`src/design/cau_pkg.sv`:
```
package cau_pkg;

   // operand format
   localparam int DATA_WIDTH = 16;
   localparam int FRAC_BITS  = 12;
   localparam int OP_W       = 3;

   // product, sum and clip widths
   localparam int PROD_W = 2 * DATA_WIDTH;
   localparam int SUM_W  = PROD_W + 1;
   localparam int MAG_W  = PROD_W;
   localparam int D_W    = PROD_W;
   localparam int CLIP_W = PROD_W + 4;

   // division: quotient bits kept before saturation, numerator bits shifted in
   localparam int Q_W       = DATA_WIDTH + 1;
   localparam int DIV_STEPS = Q_W;
   localparam int NUM_LO_W  = Q_W - FRAC_BITS;
   localparam int OVF_W     = D_W + NUM_LO_W;

   // square root
   localparam int SQ_W       = PROD_W;
   localparam int SQRT_STEPS = DATA_WIDTH;
   localparam logic [SQ_W-1:0] SQ_BIT0 = SQ_W'(1) << (2 * DATA_WIDTH - 2);

   // vectoring rotation
   localparam int ANG_BITS   = 30;
   localparam int CELLS      = 30;
   localparam int PRESCALE   = 24;
   localparam int CX_W       = DATA_WIDTH + PRESCALE + 4;
   localparam int CZ_W       = ANG_BITS + 4;
   localparam int ANG_SHIFT  = ANG_BITS - FRAC_BITS;
   localparam int CELL_IDX_W = $clog2(CELLS);

   localparam logic signed [CZ_W-1:0] PI_Q30 = CZ_W'(33'd3373259426);
   localparam logic signed [CZ_W-1:0] ANG_HALF = CZ_W'(1) << (ANG_SHIFT - 1);
   localparam logic signed [CLIP_W-1:0] MUL_HALF = CLIP_W'(1) << (FRAC_BITS - 1);

   localparam logic [ANG_BITS-1:0] ATAN_Q30 [CELLS] = '{
      30'd843314856, 30'd497837829, 30'd263043836, 30'd133525158, 30'd67021686,
      30'd33543515,  30'd16775850,  30'd8388437,   30'd4194282,   30'd2097149,
      30'd1048575,   30'd524287,    30'd262143,    30'd131071,    30'd65535,
      30'd32767,     30'd16383,     30'd8191,      30'd4095,      30'd2047,
      30'd1023,      30'd511,       30'd255,       30'd127,       30'd63,
      30'd31,        30'd15,        30'd7,         30'd3,         30'd1
   };

   // saturation bounds
   localparam logic signed [CLIP_W-1:0] CLIP_HI =
      {{(CLIP_W-DATA_WIDTH+1){1'b0}}, {(DATA_WIDTH-1){1'b1}}};
   localparam logic signed [CLIP_W-1:0] CLIP_LO =
      {{(CLIP_W-DATA_WIDTH+1){1'b1}}, {(DATA_WIDTH-1){1'b0}}};

   typedef enum logic [OP_W-1:0] {
      OP_ADD = 3'd0,
      OP_SUB = 3'd1,
      OP_MUL = 3'd2,
      OP_DIV = 3'd3,
      OP_MOD = 3'd4,
      OP_ARG = 3'd5
   } op_type;

   typedef struct packed {
      logic signed [DATA_WIDTH-1:0] val;
      logic                         sat;
   } clip_type;

   // everything one item carries along the cell row
   typedef struct packed {
      logic [OP_W-1:0]              op;
      logic signed [DATA_WIDTH-1:0] pre_re;
      logic signed [DATA_WIDTH-1:0] pre_im;
      logic                         pre_sat;
      logic                         pre_dz;
      logic [D_W-1:0]               div_d;
      logic                         neg_re;
      logic                         neg_im;
      logic                         ovf_re;
      logic                         ovf_im;
      logic [D_W-1:0]               rem_re;
      logic [D_W-1:0]               rem_im;
      logic [NUM_LO_W-1:0]          nlo_re;
      logic [NUM_LO_W-1:0]          nlo_im;
      logic [Q_W-1:0]               q_re;
      logic [Q_W-1:0]               q_im;
      logic [SQ_W-1:0]              sq_n;
      logic [SQ_W-1:0]              sq_res;
      logic [SQ_W-1:0]              sq_bit;
      logic signed [CX_W-1:0]       cx;
      logic signed [CX_W-1:0]       cy;
      logic signed [CZ_W-1:0]       cz;
      logic                         axis;
      logic                         axis_neg;
   } cell_data_type;

   // clip a wide signed value to the output range
   function automatic clip_type clip_val(input logic signed [CLIP_W-1:0] v);
      clip_type r;
      r.val = v[DATA_WIDTH-1:0];
      r.sat = 1'b0;
      if (v > CLIP_HI) begin
         r.val = CLIP_HI[DATA_WIDTH-1:0];
         r.sat = 1'b1;
      end else if (v < CLIP_LO) begin
         r.val = CLIP_LO[DATA_WIDTH-1:0];
         r.sat = 1'b1;
      end
      return r;
   endfunction

endpackage

```
`src/design/cau_if.sv`:
```


// result channel
interface cau_rsp_if;
   logic                                 valid;
   logic                                 ready;
   logic signed [cau_pkg::DATA_WIDTH-1:0] result_re;
   logic signed [cau_pkg::DATA_WIDTH-1:0] result_im;
   logic                                 saturated;
   logic                                 div_by_zero;

   modport source (output valid, result_re, result_im, saturated, div_by_zero, input ready);
   modport sink (input valid, result_re, result_im, saturated, div_by_zero, output ready);
endinterface

```
`src/design/cau_back.sv`:
```
module cau_back (
   input  logic                   clock,
   input  logic                   reset,
   input  logic                   in_vld,
   input  cau_pkg::cell_data_type in_data,
   output logic                   in_load,
   cau_rsp_if.source              rsp_chan
);

   localparam int DW = cau_pkg::DATA_WIDTH;
   localparam int CW = cau_pkg::CLIP_W;
   localparam int QW = cau_pkg::Q_W;
   localparam int ZW = cau_pkg::CZ_W;
   localparam int SW = cau_pkg::SQ_W;

   logic                 vld_ff;
   logic signed [DW-1:0] re_ff, im_ff, re_in, im_in;
   logic                 sat_ff, dz_ff, sat_in, dz_in;

   logic                 rb_re, rb_im;
   logic [QW:0]          qe_re, qe_im;
   logic signed [CW-1:0] dv_re, dv_im, md_v, ag_v;
   logic [SW:0]          md_r;
   logic signed [ZW-1:0] z_sel, z_rnd;
   cau_pkg::clip_type    cl_re, cl_im;

   assign in_load = !vld_ff || rsp_chan.ready;

   // rounded quotients, overflow forced past the clip bound
   assign rb_re = {in_data.rem_re, 1'b0} >= {1'b0, in_data.div_d};
   assign rb_im = {in_data.rem_im, 1'b0} >= {1'b0, in_data.div_d};
   assign qe_re = in_data.ovf_re ? ((QW+1)'(1) << QW) : ({1'b0, in_data.q_re} + (QW+1)'(rb_re));
   assign qe_im = in_data.ovf_im ? ((QW+1)'(1) << QW) : ({1'b0, in_data.q_im} + (QW+1)'(rb_im));
   assign dv_re = in_data.neg_re ? -$signed({{(CW-QW-1){1'b0}}, qe_re})
                                 : $signed({{(CW-QW-1){1'b0}}, qe_re});
   assign dv_im = in_data.neg_im ? -$signed({{(CW-QW-1){1'b0}}, qe_im})
                                 : $signed({{(CW-QW-1){1'b0}}, qe_im});

   // root rounded to nearest
   assign md_r = {1'b0, in_data.sq_res} + (SW+1)'(in_data.sq_n > in_data.sq_res);
   assign md_v = $signed({{(CW-SW-1){1'b0}}, md_r});

   // angle, real axis handled apart
   assign z_sel = in_data.axis ? (in_data.axis_neg ? cau_pkg::PI_Q30 : '0) : in_data.cz;
   assign z_rnd = (z_sel + cau_pkg::ANG_HALF) >>> cau_pkg::ANG_SHIFT;
   assign ag_v = {{(CW-ZW){z_rnd[ZW-1]}}, z_rnd};

   always_comb begin
      re_in = in_data.pre_re;
      im_in = in_data.pre_im;
      sat_in = in_data.pre_sat;
      dz_in = 1'b0;
      cl_re = '0;
      cl_im = '0;
      unique case (cau_pkg::op_type'(in_data.op))
         cau_pkg::OP_DIV: begin
            if (in_data.pre_dz) begin
               re_in = '0;
               im_in = '0;
               sat_in = 1'b0;
               dz_in = 1'b1;
            end else begin
               cl_re = cau_pkg::clip_val(dv_re);
               cl_im = cau_pkg::clip_val(dv_im);
               re_in = cl_re.val;
               im_in = cl_im.val;
               sat_in = cl_re.sat | cl_im.sat;
            end
         end
         cau_pkg::OP_MOD: begin
            cl_re = cau_pkg::clip_val(md_v);
            re_in = cl_re.val;
            im_in = '0;
            sat_in = cl_re.sat;
         end
         cau_pkg::OP_ARG: begin
            cl_re = cau_pkg::clip_val(ag_v);
            re_in = cl_re.val;
            im_in = '0;
            sat_in = cl_re.sat;
         end
         default: begin
         end
      endcase
   end

   always_ff @(posedge clock) begin
      if (reset) begin
         vld_ff <= 1'b0;
      end else if (in_load) begin
         vld_ff <= in_vld;
      end
   end

   always_ff @(posedge clock) begin
      if (in_load) begin
         re_ff <= re_in;
         im_ff <= im_in;
         sat_ff <= sat_in;
         dz_ff <= dz_in;
      end
   end

   assign rsp_chan.valid = vld_ff;
   assign rsp_chan.result_re = re_ff;
   assign rsp_chan.result_im = im_ff;
   assign rsp_chan.saturated = sat_ff;
   assign rsp_chan.div_by_zero = dz_ff;

endmodule

```
`src/flat_wrapper.sv`:
```
// flat-port wrapper written by rule: the top's interface ports become plain ports
module cau_back_flat 
  (clock, reset, in_vld, in_data, in_load, rsp_chan_valid, rsp_chan_result_re, rsp_chan_result_im, rsp_chan_saturated, rsp_chan_div_by_zero, rsp_chan_ready);
  cau_rsp_if rsp_chan_i ();
  input  logic clock;
  input  logic reset;
  input  logic in_vld;
  input  cau_pkg::cell_data_type in_data;
  output logic in_load;
  output wire logic [$bits(rsp_chan_i.valid)-1:0] rsp_chan_valid;
  output wire logic [$bits(rsp_chan_i.result_re)-1:0] rsp_chan_result_re;
  output wire logic [$bits(rsp_chan_i.result_im)-1:0] rsp_chan_result_im;
  output wire logic [$bits(rsp_chan_i.saturated)-1:0] rsp_chan_saturated;
  output wire logic [$bits(rsp_chan_i.div_by_zero)-1:0] rsp_chan_div_by_zero;
  input wire logic [$bits(rsp_chan_i.ready)-1:0] rsp_chan_ready;
  assign rsp_chan_valid = rsp_chan_i.valid;
  assign rsp_chan_result_re = rsp_chan_i.result_re;
  assign rsp_chan_result_im = rsp_chan_i.result_im;
  assign rsp_chan_saturated = rsp_chan_i.saturated;
  assign rsp_chan_div_by_zero = rsp_chan_i.div_by_zero;
  assign rsp_chan_i.ready = rsp_chan_ready;
  cau_back u_core (.clock(clock), .reset(reset), .in_vld(in_vld), .in_data(in_data), .in_load(in_load), .rsp_chan(rsp_chan_i));
endmodule
```
`config.mk`:
```
export PLATFORM = sky130hd
export DESIGN_NAME = cau_back_flat
export DESIGN_NICKNAME = d
export VERILOG_FILES = /design/src/design/cau_pkg.sv /design/src/design/cau_if.sv /design/src/design/cau_back.sv /design/src/flat_wrapper.sv
export SDC_FILE = /design/constraint.sdc
export NUM_CORES = 1
export LEC_CHECK = 0
export BUFFER_PORTS_ARGS = -buffer_cell sky130_fd_sc_hd__buf_2
export CAP_MARGIN = 20
export CELL_PAD_IN_SITES_DETAIL_PLACEMENT = 1
export CELL_PAD_IN_SITES_GLOBAL_PLACEMENT = 1
export CORE_AREA = 2 2 169 171
export CTS_CLUSTER_DIAMETER = 80
export DETAILED_ROUTE_END_ITERATION = 10
export DIE_AREA = 0 0 171 173
export PLACE_DENSITY = 0.72
export SLEW_MARGIN = 0
export SYNTH_ARGS = -nofsm -noshare
export SYNTH_HDL_FRONTEND = slang
export SYNTH_SLANG_ARGS = --single-unit
```
`constraint.sdc`:
```
create_clock -name clock -period 7.5 [get_ports clock]
set_input_delay 0.375 -clock clock [delete_from_list [all_inputs] [get_ports clock]]
set_output_delay 0.375 -clock clock [all_outputs]
set_load 0.005 [all_outputs]
```
### Word-level counts from Yosys, hierarchy flattened

Cells that the tools add are included.

* logic and storage cells: 54
* input port bits: 405
* output and inout port bits: 36
* flip-flop bits (word level): 35

* $lt $le $gt $ge: 11
* multiplexer cells: 25
* reductions and logical operators: 3
* eq/ne operators: 3
* $add $sub $neg: 6
* bitwise gates (word level): 1

Operators with widths (number)
* two-way mux 17 bit: 12
* greater-than comparator 36 x 16 -> 1 bit (second input constant): 2
* < comparator 36 x 16 -> 1 bit (second input constant): 2
* two-way mux 36 bit: 2
* negator 18 -> 36 bit: 2
* >= comparator 33 x 32 -> 1 bit: 2
* case mux 16 bit (3 select lines): 1
* adder 17 x 1 -> 18 bit: 2
* two-way mux 18 bit: 2
* adder 34 x 19 -> 34 bit (second input constant): 1
* < comparator 34 x 16 -> 1 bit (second input constant): 1
* two-way mux 34 bit: 1
* adder 32 x 1 -> 33 bit: 1
* greater-than comparator 33 x 15 -> 1 bit (second input constant): 1
* greater-than comparator 32 bit: 1
* two-way mux 16 bit: 2
* two-way mux 32 bit: 1
* case mux 16 bit (2 select lines): 1
* greater-than comparator 16 bit (second input constant): 1
* < comparator 16 bit (second input constant): 1
* == test 3 bit (second input constant): 2
* == test 3 x 2 -> 1 bit (second input constant): 1
* case mux 1 bit (3 select lines): 1
* two-way mux 1 bit: 2
* 4 further kinds: 4

### Depth between registers and ports, before layout

Gate-level depths: netlist of the first run.

* word-level depth: 13
* depth in mapped cells: 27
* gate-level depth less buffers: 25

### Least setup slack after synthesis of the first run

Ideal clock, no wire load.

* kind: in2reg
* start point: input port in_data[333] in the netlist's numbering
* end point: register u_core.re_ff[12], in the netlist u_core.rsp_chan.result_re[12], data pin
* path slack: 2220 ps
* arrival time: 5019 ps
* path buffers: 2
* setup time: 261 ps
* stages: 25
* path through: inv_1 -> ha_1 -> nor2b_1 -> o21a_1 -> o21a_1 -> o21a_1 -> o21a_1 -> o21a_1 -> o21ai_0 -> nand2b_1 -> a211oi_1 -> o311ai_0 -> ha_1 -> ha_1 -> buf_2 -> nand3_1 -> mux2_2 -> nor3_1 -> nand3_2 -> o41ai_4 -> xor2_1 -> nand4_1 -> a21o_1 -> buf_6 -> o32a_1

* word-level cells in the longest chain between the ends: 12
* elaborated cells on any way between the ends: 13
* classes of those cells: add/sub (2); order compare (3); mux (8)

RTL lines
* start, declared: RTL line flat_wrapper.sv:8 `input cau_pkg::cell_data_type in_data;`
* >= comparator 33 x 32 -> 1 bit (*): RTL line cau_back.sv:30 `assign rb_re = {in_data.rem_re, 1'b0} >= {1'b0, in_data.div_d};`
* adder 17 x 1 -> 18 bit (*): RTL line cau_back.sv:32 `assign qe_re = in_data.ovf_re ? ((QW+1)'(1) << QW) : ({1'b0, in_data.q_re} + (QW+1)'(rb_re));`
* two-way mux 18 bit (*): RTL line cau_back.sv:32
* negator 18 -> 36 bit: RTL line cau_back.sv:34 `assign dv_re = in_data.neg_re ? -$signed({{(CW-QW-1){1'b0}}, qe_re})`
* two-way mux 36 bit (*): RTL line cau_back.sv:34
* < comparator 36 x 16 -> 1 bit: RTL line cau_pkg.sv:104 `end else if (v < CLIP_LO) begin`
* two-way mux 17 bit: RTL line cau_pkg.sv:104
* two-way mux 17 bit (*): RTL line cau_pkg.sv:101 `if (v > CLIP_HI) begin`
* two-way mux 17 bit (*): RTL line cau_back.sv:57 `if (in_data.pre_dz) begin`
* two-way mux 17 bit (*): RTL line cau_back.sv:55 `unique case (cau_pkg::op_type'(in_data.op))`
* two-way mux 16 bit (*): RTL line cau_back.sv:57
* case mux 16 bit (3 select lines) (*): RTL line cau_back.sv:55
* via u_core.re_in[12]: RTL line cau_back.sv:17 `logic signed [DW-1:0] re_ff, im_ff, re_in, im_in;`
* end signal, assigned: RTL line cau_back.sv:97 `re_ff <= re_in;`
* end, declared: RTL line cau_back.sv:17

The timed path passes the listed nets; every way through them passes the cells marked *. The select of a mux whose other input is x is not followed.
A chain may end at the register's enable or synchronous reset.

### Final worst setup path of the first run

* start point: input port in_data[296] in the netlist's numbering
* end point: register u_core.re_ff[13], in the netlist u_core.rsp_chan.result_re[13], data pin

Same word-level chain as after synthesis.

==> results.sh, run 1 <==
export IMPL_status="finished, final reports clean"
export IMPL_min_to="u_core.rsp_chan.valid"
export IMPL_topRoutingLayerUsed="met5"
export IMPL_layout_min_cycle_time_ns=6.09
export IMPL_post_route_worst_setup_slack_ns=1.41
export IMPL_synth_top_flop_cell="edfxtp_1"
export IMPL_die_area_um2=29600
export IMPL_fin_tns_setup_ns=0
export IMPL_maxSlewViolCount=0
export IMPL_grtUsageTotal_pct=19.6
export IMPL_arrival_ns=6.12
export IMPL_dp_hpwl_um=25600
export IMPL_ant_nets=0
export IMPL_gp_congestion=0.911
export IMPL_wl_met2_um=14500
export IMPL_layout_worst_path_cycle_share_pct=81.2
export IMPL_cts_setup_buffers=0
export IMPL_grt_max_degree=37
export IMPL_layout_commonest_cell="buf_2"
export IMPL_routed_wl_um=29400
export IMPL_num_vias=8007
export IMPL_cp_required_ns=7.53
export IMPL_cp_start_kind="input pin"
export IMPL_path_clk_slew_ns=0.06
export IMPL_initial_utilization_pct=25.2
export IMPL_syn_area_um2=6960
export IMPL_hp_class="input pin to flip-flop"
export IMPL_drive_gt1_share_pct=29.3
export IMPL_hold_viol=0
export IMPL_synth_edf_count=34
export IMPL_area_growth_pct=28.8
export IMPL_antenna_found_initial=15
export IMPL_fp_dieH_um=173
export IMPL_cts_resized=0
export IMPL_drcViolationCount=0
export IMPL_synth_async_sr_flop_share_pct=0
export IMPL_syn_inst=884
export IMPL_fp_dieW_um=171
export IMPL_rsz0062_at_grt="no"
export IMPL_synth_seq_cells=35
export IMPL_drtPass1Iterations=5
export IMPL_cts_root_buf="clkbuf_16"
export IMPL_cts_htree_levels=2
export IMPL_holdPathStages=2
export IMPL_nets=1669
export IMPL_drtIter0Drc=475
export IMPL_grt_overflow=0
export IMPL_place_area_um2=8770
export IMPL_io_buffer_count=293
export IMPL_power_leakage_nw=4.15
export IMPL_layoutNonFillerInstCount=1550
export IMPL_drt_met1_wl_um=12000
export IMPL_worst_slew_pin_slew_ns=1.01
export IMPL_r2r_slack_ns=6.14
export IMPL_hold_buffers=0
export IMPL_r2r_end="u_core.rsp_chan.result_re[4]"
export IMPL_place_inst=1529
export IMPL_slew_limit_headroom_pct=32.7
export IMPL_powerDensity_nw_per_um2=101
export IMPL_cts_made_buffers=5
export IMPL_stdcell_area_um2=8960
export IMPL_met3_length_um=2000
export IMPL_total_power_uw=908
export IMPL_fmax_mhz=164
export IMPL_wl_per_cell_um=19.0
export IMPL_viasPerCell=5.17
export IMPL_reg2reg_from="u_core.rsp_chan.valid"
export IMPL_avgSynthCellArea_um2=7.87
export IMPL_grt_first_pass_wirelength_um=45600
export IMPL_ys_types=81
export IMPL_grt_pass1_vias=8449
export IMPL_setup_viol=0
export IMPL_cts_tree="done"
export IMPL_cp_max_fo=16
export IMPL_clk_path_buf_depth=2
export IMPL_ff2ff_path_depth=1
export IMPL_io_pins=441
export IMPL_place_ws_ns=1.05
export IMPL_hp_start="reset"
export IMPL_most_common_layout_cells="293 x buf_2, 105 x ha_1, 77 x nor2_1"
export IMPL_crit_path_end_kind="flip-flop"
export IMPL_core_area_um2=27600
export IMPL_synth_nets=1394
export IMPL_ir_drop_mv=0.104
export IMPL_skew_ns=0.00854
export IMPL_cts_sinks=35
export IMPL_num_rows=61
export IMPL_insertion_delay_ns=0.30
export IMPL_maxCapViolations=0
export IMPL_seq_area_frac_synth_pct=15.0
export IMPL_crit_type="input pin to flip-flop"
export IMPL_yosys_warnings=0
-- report_power, final --
| group | internal, mW | total, mW | switching, mW |
|---|---|---|---|
| combinational | 0.194 | 0.437 | 0.242 |
| clock | 0.125 | 0.225 | 0.100 |
| sequential | 0.240 | 0.246 | 0.00620 |
-- Yosys cell counts (all sizes together) (3+ instances only) --
| library cell | count | area, um2 |
|---|---|---|
| o31a | 4 | 35.0 |
| o211ai | 5 | 37.5 |
| or3 | 7 | 43.8 |
| or2 | 7 | 43.8 |
| clkbuf | 15 | 56.3 |
| nand4 | 32 | 206 |
| nor2 | 79 | 307 |
| and3 | 9 | 57.6 |
| nor4b | 4 | 35.0 |
| a2111oi | 4 | 41.3 |
| o21ai | 39 | 195 |
| nor3 | 15 | 86.3 |
| nor2b | 20 | 125 |
| inv | 76 | 285 |
| a31o | 5 | 52.6 |
| o31ai | 7 | 52.6 |
| nand2b | 17 | 106 |
| and2 | 3 | 18.8 |
| a31oi | 9 | 56.3 |
| nand2 | 56 | 210 |
| xor2 | 27 | 236 |
| o21a | 17 | 128 |
| a21o | 20 | 150 |
| ha | 105 | 1310 |
| nor4 | 15 | 106 |
| a21oi | 44 | 220 |
| mux2 | 4 | 45.0 |
| edfxtp | 34 | 1020 |
| o22ai | 12 | 75.1 |
| xnor2 | 47 | 412 |
| or4 | 6 | 45.0 |
| mux2i | 8 | 80.1 |
| a41oi | 3 | 26.3 |
| o32a | 14 | 140 |
| nand3 | 39 | 210 |
| buf | 14 | 90.1 |
| a221o | 13 | 130 |
| or4b | 3 | 33.8 |
| and4 | 13 | 116 |
-- stage by stage --
stage | hold slack (ns) | utilization, %
finish | 0.232 | 32.4
global route | 0.241 | 32.4
CTS | 0.225 | 32.3
detailed placement | 0.532 | 31.8
global placement | 0.531 | 31.8
floorplan | 0.444 | -
-- flip-flops by register name, indices dropped and copies added, names as in the netlist --
signal / cells
u_core.rsp_chan.div_by_zero: 1
u_core.rsp_chan.saturated: 1
u_core.rsp_chan.valid: 1
u_core.rsp_chan.result_im: 16
u_core.rsp_chan.result_re: 16
-- worst max path at each step --
stage	startpoint	endpoint	slack [ns]	cells after the start
global route	in_data[296]	u_core.rsp_chan.result_re[3]	1.05	25
CTS	in_data[296]	u_core.rsp_chan.result_re[13]	1.33	25
floorplan	in_data[333]	u_core.rsp_chan.result_re[12]	2.22	25
global placement	in_data[296]	u_core.rsp_chan.result_re[11]	1.10	25
detailed placement	in_data[296]	u_core.rsp_chan.result_re[13]	1.05	25
finish	in_data[296]	u_core.rsp_chan.result_re[13]	1.41	25
-- layer usage --
metal | track usage (%) | up-vias
met3 | 4.28 | 58
met4 | 6.14 | 10
met2 | 34.8 | 271
met5 | 0 | -
li1 | - | 3876
met1 | 23.1 | 3792
-- worst max-delay path, stage by stage --
cell and delay, ns:
buf_2 0.12, ha_1 0.27, nor2b_1 0.15, o21a_1 0.17, o21a_1 0.16, o21a_1 0.17, o21a_1 0.18, o21a_1 0.16
o21ai_0 0.13, nand2b_1 0.08, a211oi_1 0.23, o311ai_0 0.17, buf_4 0.19, ha_1 0.28, ha_1 0.35, nand3_1 0.15
mux2_2 0.40, nor3_4 0.31, nand3_2 0.22, o31ai_1 0.31, xor2_1 0.25, o31a_1 0.19, nand2b_1 0.57, nor2_1 0.14
o32a_1 0.37
-- kinds of logic (layout without fill, tap and decap cells) --
kind of cell	count (synthesis)	count (layout)	share of synthesized area (%)
AO/OA/AOI/OAI	222	222	22.9
XOR/XNOR	74	74	9.32
adder cells (fa/ha/maj)	105	105	18.9
buffers and inverters	105	381	6.20
flip-flops	35	35	15.0
multiplexers	12	12	1.80
other	0	12	0
AND/OR/NAND/NOR	331	331	25.9
-- area by class of cell --
| type | instances | area (um2) |
|---|---|---|
| multi-input cells | 744 | 5490 |
| clock inverters | 3 | 23.8 |
| fillers | 3527 | 18700 |
| inverters | 76 | 285 |
| repair buffers | 297 | 1490 |
| well taps | 378 | 473 |
| diodes | 12 | 30.0 |
| clock buffers | 5 | 125 |
| flip-flops and latches | 35 | 1040 |
Power figures use the tool's default switching activity.
==> inputs of run 2 (changes only) <==
CORE_AREA = 2 2 170 172   (was 2 2 169 171)
DIE_AREA = 0 0 172 174   (was 0 0 171 173)
clock period = 6.1 ns   (was 7.5 ns; I/O delays follow)
==> results.sh, run 2 (synthesis gave the netlist of run 1 again) <==
export IMPL_grt_first_pass_wirelength_um=44900
export IMPL_area_growth_pct=31.9
export IMPL_viasPerCell=5.05
export IMPL_drive_gt1_share_pct=30.7
export IMPL_min_to="u_core.rsp_chan.valid"
export IMPL_cts_htree_levels=2
export IMPL_layout_min_cycle_time_ns=5.75
export IMPL_cts_made_buffers=5
export IMPL_layout_worst_path_cycle_share_pct=94.3
export IMPL_cts_setup_buffers=0
export IMPL_crit_path_end_kind="flip-flop"
export IMPL_holdPathStages=2
export IMPL_drtIter0Drc=488
export IMPL_num_vias=7977
export IMPL_io_buffer_count=293
export IMPL_hold_buffers=0
export IMPL_status="finished, final reports clean"
export IMPL_clk_path_buf_depth=2
export IMPL_routed_wl_um=29300
export IMPL_core_area_um2=28200
export IMPL_fp_dieW_um=172
export IMPL_power_leakage_nw=4.30
export IMPL_nets=1694
export IMPL_layout_commonest_cell="buf_2"
export IMPL_cts_root_buf="clkbuf_16"
export IMPL_cts_resized=0
export IMPL_grt_max_degree=28
export IMPL_rsz0062_at_grt="no"
export IMPL_slowest_stage="or4_1"
export IMPL_cp_max_fo=13
export IMPL_crit_family="compound AO/OA/AOI/OAI gates"
export IMPL_skew_ns=0.00911
export IMPL_slew_limit_headroom_pct=32.3
export IMPL_cp_required_ns=6.13
export IMPL_crit_path_frequent_cell="o21a_1"
export IMPL_gp_congestion=0.884
export IMPL_cp_start_kind="input pin"
export IMPL_hold_viol=0
export IMPL_fmax_mhz=174
export IMPL_fin_tns_setup_ns=0
export IMPL_reg2reg_from="u_core.rsp_chan.valid"
export IMPL_grt_pass1_vias=8391
export IMPL_drtPass1Iterations=4
export IMPL_hp_start="reset"
export IMPL_die_area_um2=29900
export IMPL_wl_per_cell_um=18.6
export IMPL_num_rows=62
export IMPL_drcViolationCount=0
export IMPL_r2r_slack_ns=4.44
export IMPL_fp_dieH_um=174
export IMPL_max_stage_delay_ns=0.56
export IMPL_hp_class="input pin to flip-flop"
export IMPL_dp_hpwl_um=25700
export IMPL_antenna_found_initial=14
export IMPL_ir_drop_mv=0.116
export IMPL_worst_slew_pin_slew_ns=1.01
export IMPL_maxSlewViolCount=0
export IMPL_timing_hold_ws_ns=0.159
export IMPL_insertion_delay_ns=0.29
export IMPL_crit_type="input pin to flip-flop"
export IMPL_cts_tree="done"
export IMPL_r2r_end="u_core.rsp_chan.result_im[12]"
export IMPL_most_common_layout_cells="293 x buf_2, 105 x ha_1, 77 x nor2_1"
export IMPL_ant_nets=0
export IMPL_grt_overflow=0
export IMPL_cts_sinks=35
export IMPL_ff2ff_path_depth=2
export IMPL_path_buf_inv=4
export IMPL_path_clk_slew_ns=0.07
export IMPL_arrival_ns=5.79
export IMPL_powerDensity_nw_per_um2=126
export IMPL_grtUsageTotal_pct=19.1
export IMPL_num_fill_cells=3597
export IMPL_initial_utilization_pct=24.6
export IMPL_setup_viol=0
export IMPL_maxCapViolations=0
export IMPL_io_pins=441
[run 2: cell count changes in the layout (fill, tap and decap cells not counted), sizes merged]
| cell | previous run | this run |
|---|---|---|
| buf | 296 | 321 |
| bufinv | 0 | 1 |
| clkinv | 0 | 2 |
| clkinvlp | 2 | 0 |
| diode | 12 | 10 |
| inv | 77 | 76 |
[run 2: per-stage QoR]
stage                     setup WS, ns  cell area (um2)  utilization, %  instances  total power [mW]
after floorplan                  0.890             6960               -        884             0.608
after global placement           0.115             8980            31.8       1560             0.836
after detailed placement        0.0471             8980            31.8       1560             0.855
after CTS                        0.311             9150            32.4       1568              1.17
after global routing          0.000694             9170            32.5       1576              1.24
final                            0.346             9180            32.5       1579              1.16
[run 2: power breakdown]
group          switching, mW  leakage, nW  internal, mW
sequential           0.00820        0.370         0.295
clock                  0.112       0.0838         0.193
combinational          0.297         3.84         0.251
[run 2: area by class of cell]
| type | count | area [um2] | area share (%) |
|---|---|---|---|
| multi-input cells | 744 | 5480 | 59.7 |
| repair buffers | 322 | 1690 | 18.5 |
| flip-flops and latches | 35 | 1040 | 11.3 |
| well taps | 384 | 480 | 5.23 |
| inverters | 76 | 285 | 3.11 |
| clock buffers | 5 | 125 | 1.36 |
| clock inverters | 3 | 43.8 | 0.477 |
| diodes | 10 | 25.0 | 0.273 |
[run 2: how the worst max path moves through the flow]
stage / endpoint / cells past startpoint / from
floorplan: u_core.rsp_chan.result_re[12] / 25 / in_data[333]
global placement: u_core.rsp_chan.result_re[8] / 25 / in_data[333]
detailed placement: u_core.rsp_chan.result_re[7] / 25 / in_data[333]
CTS: u_core.rsp_chan.result_re[3] / 25 / in_data[333]
global route: u_core.rsp_chan.result_re[9] / 25 / in_data[333]
finish: u_core.rsp_chan.result_re[5] / 25 / in_data[333]
[run 2: layer usage]
metal | vias to the layer above | track usage, % | share of wire (%) | routed length, um
li1 | 3925 | - | - | -
met1 | 3732 | 22.3 | 41 | 12000
met2 | 257 | 34.8 | 50 | 14700
met3 | 49 | 3.39 | 6.1 | 1790
met4 | 14 | 6.13 | 2.6 | 748
met5 | - | 0 | 0.31 | 91
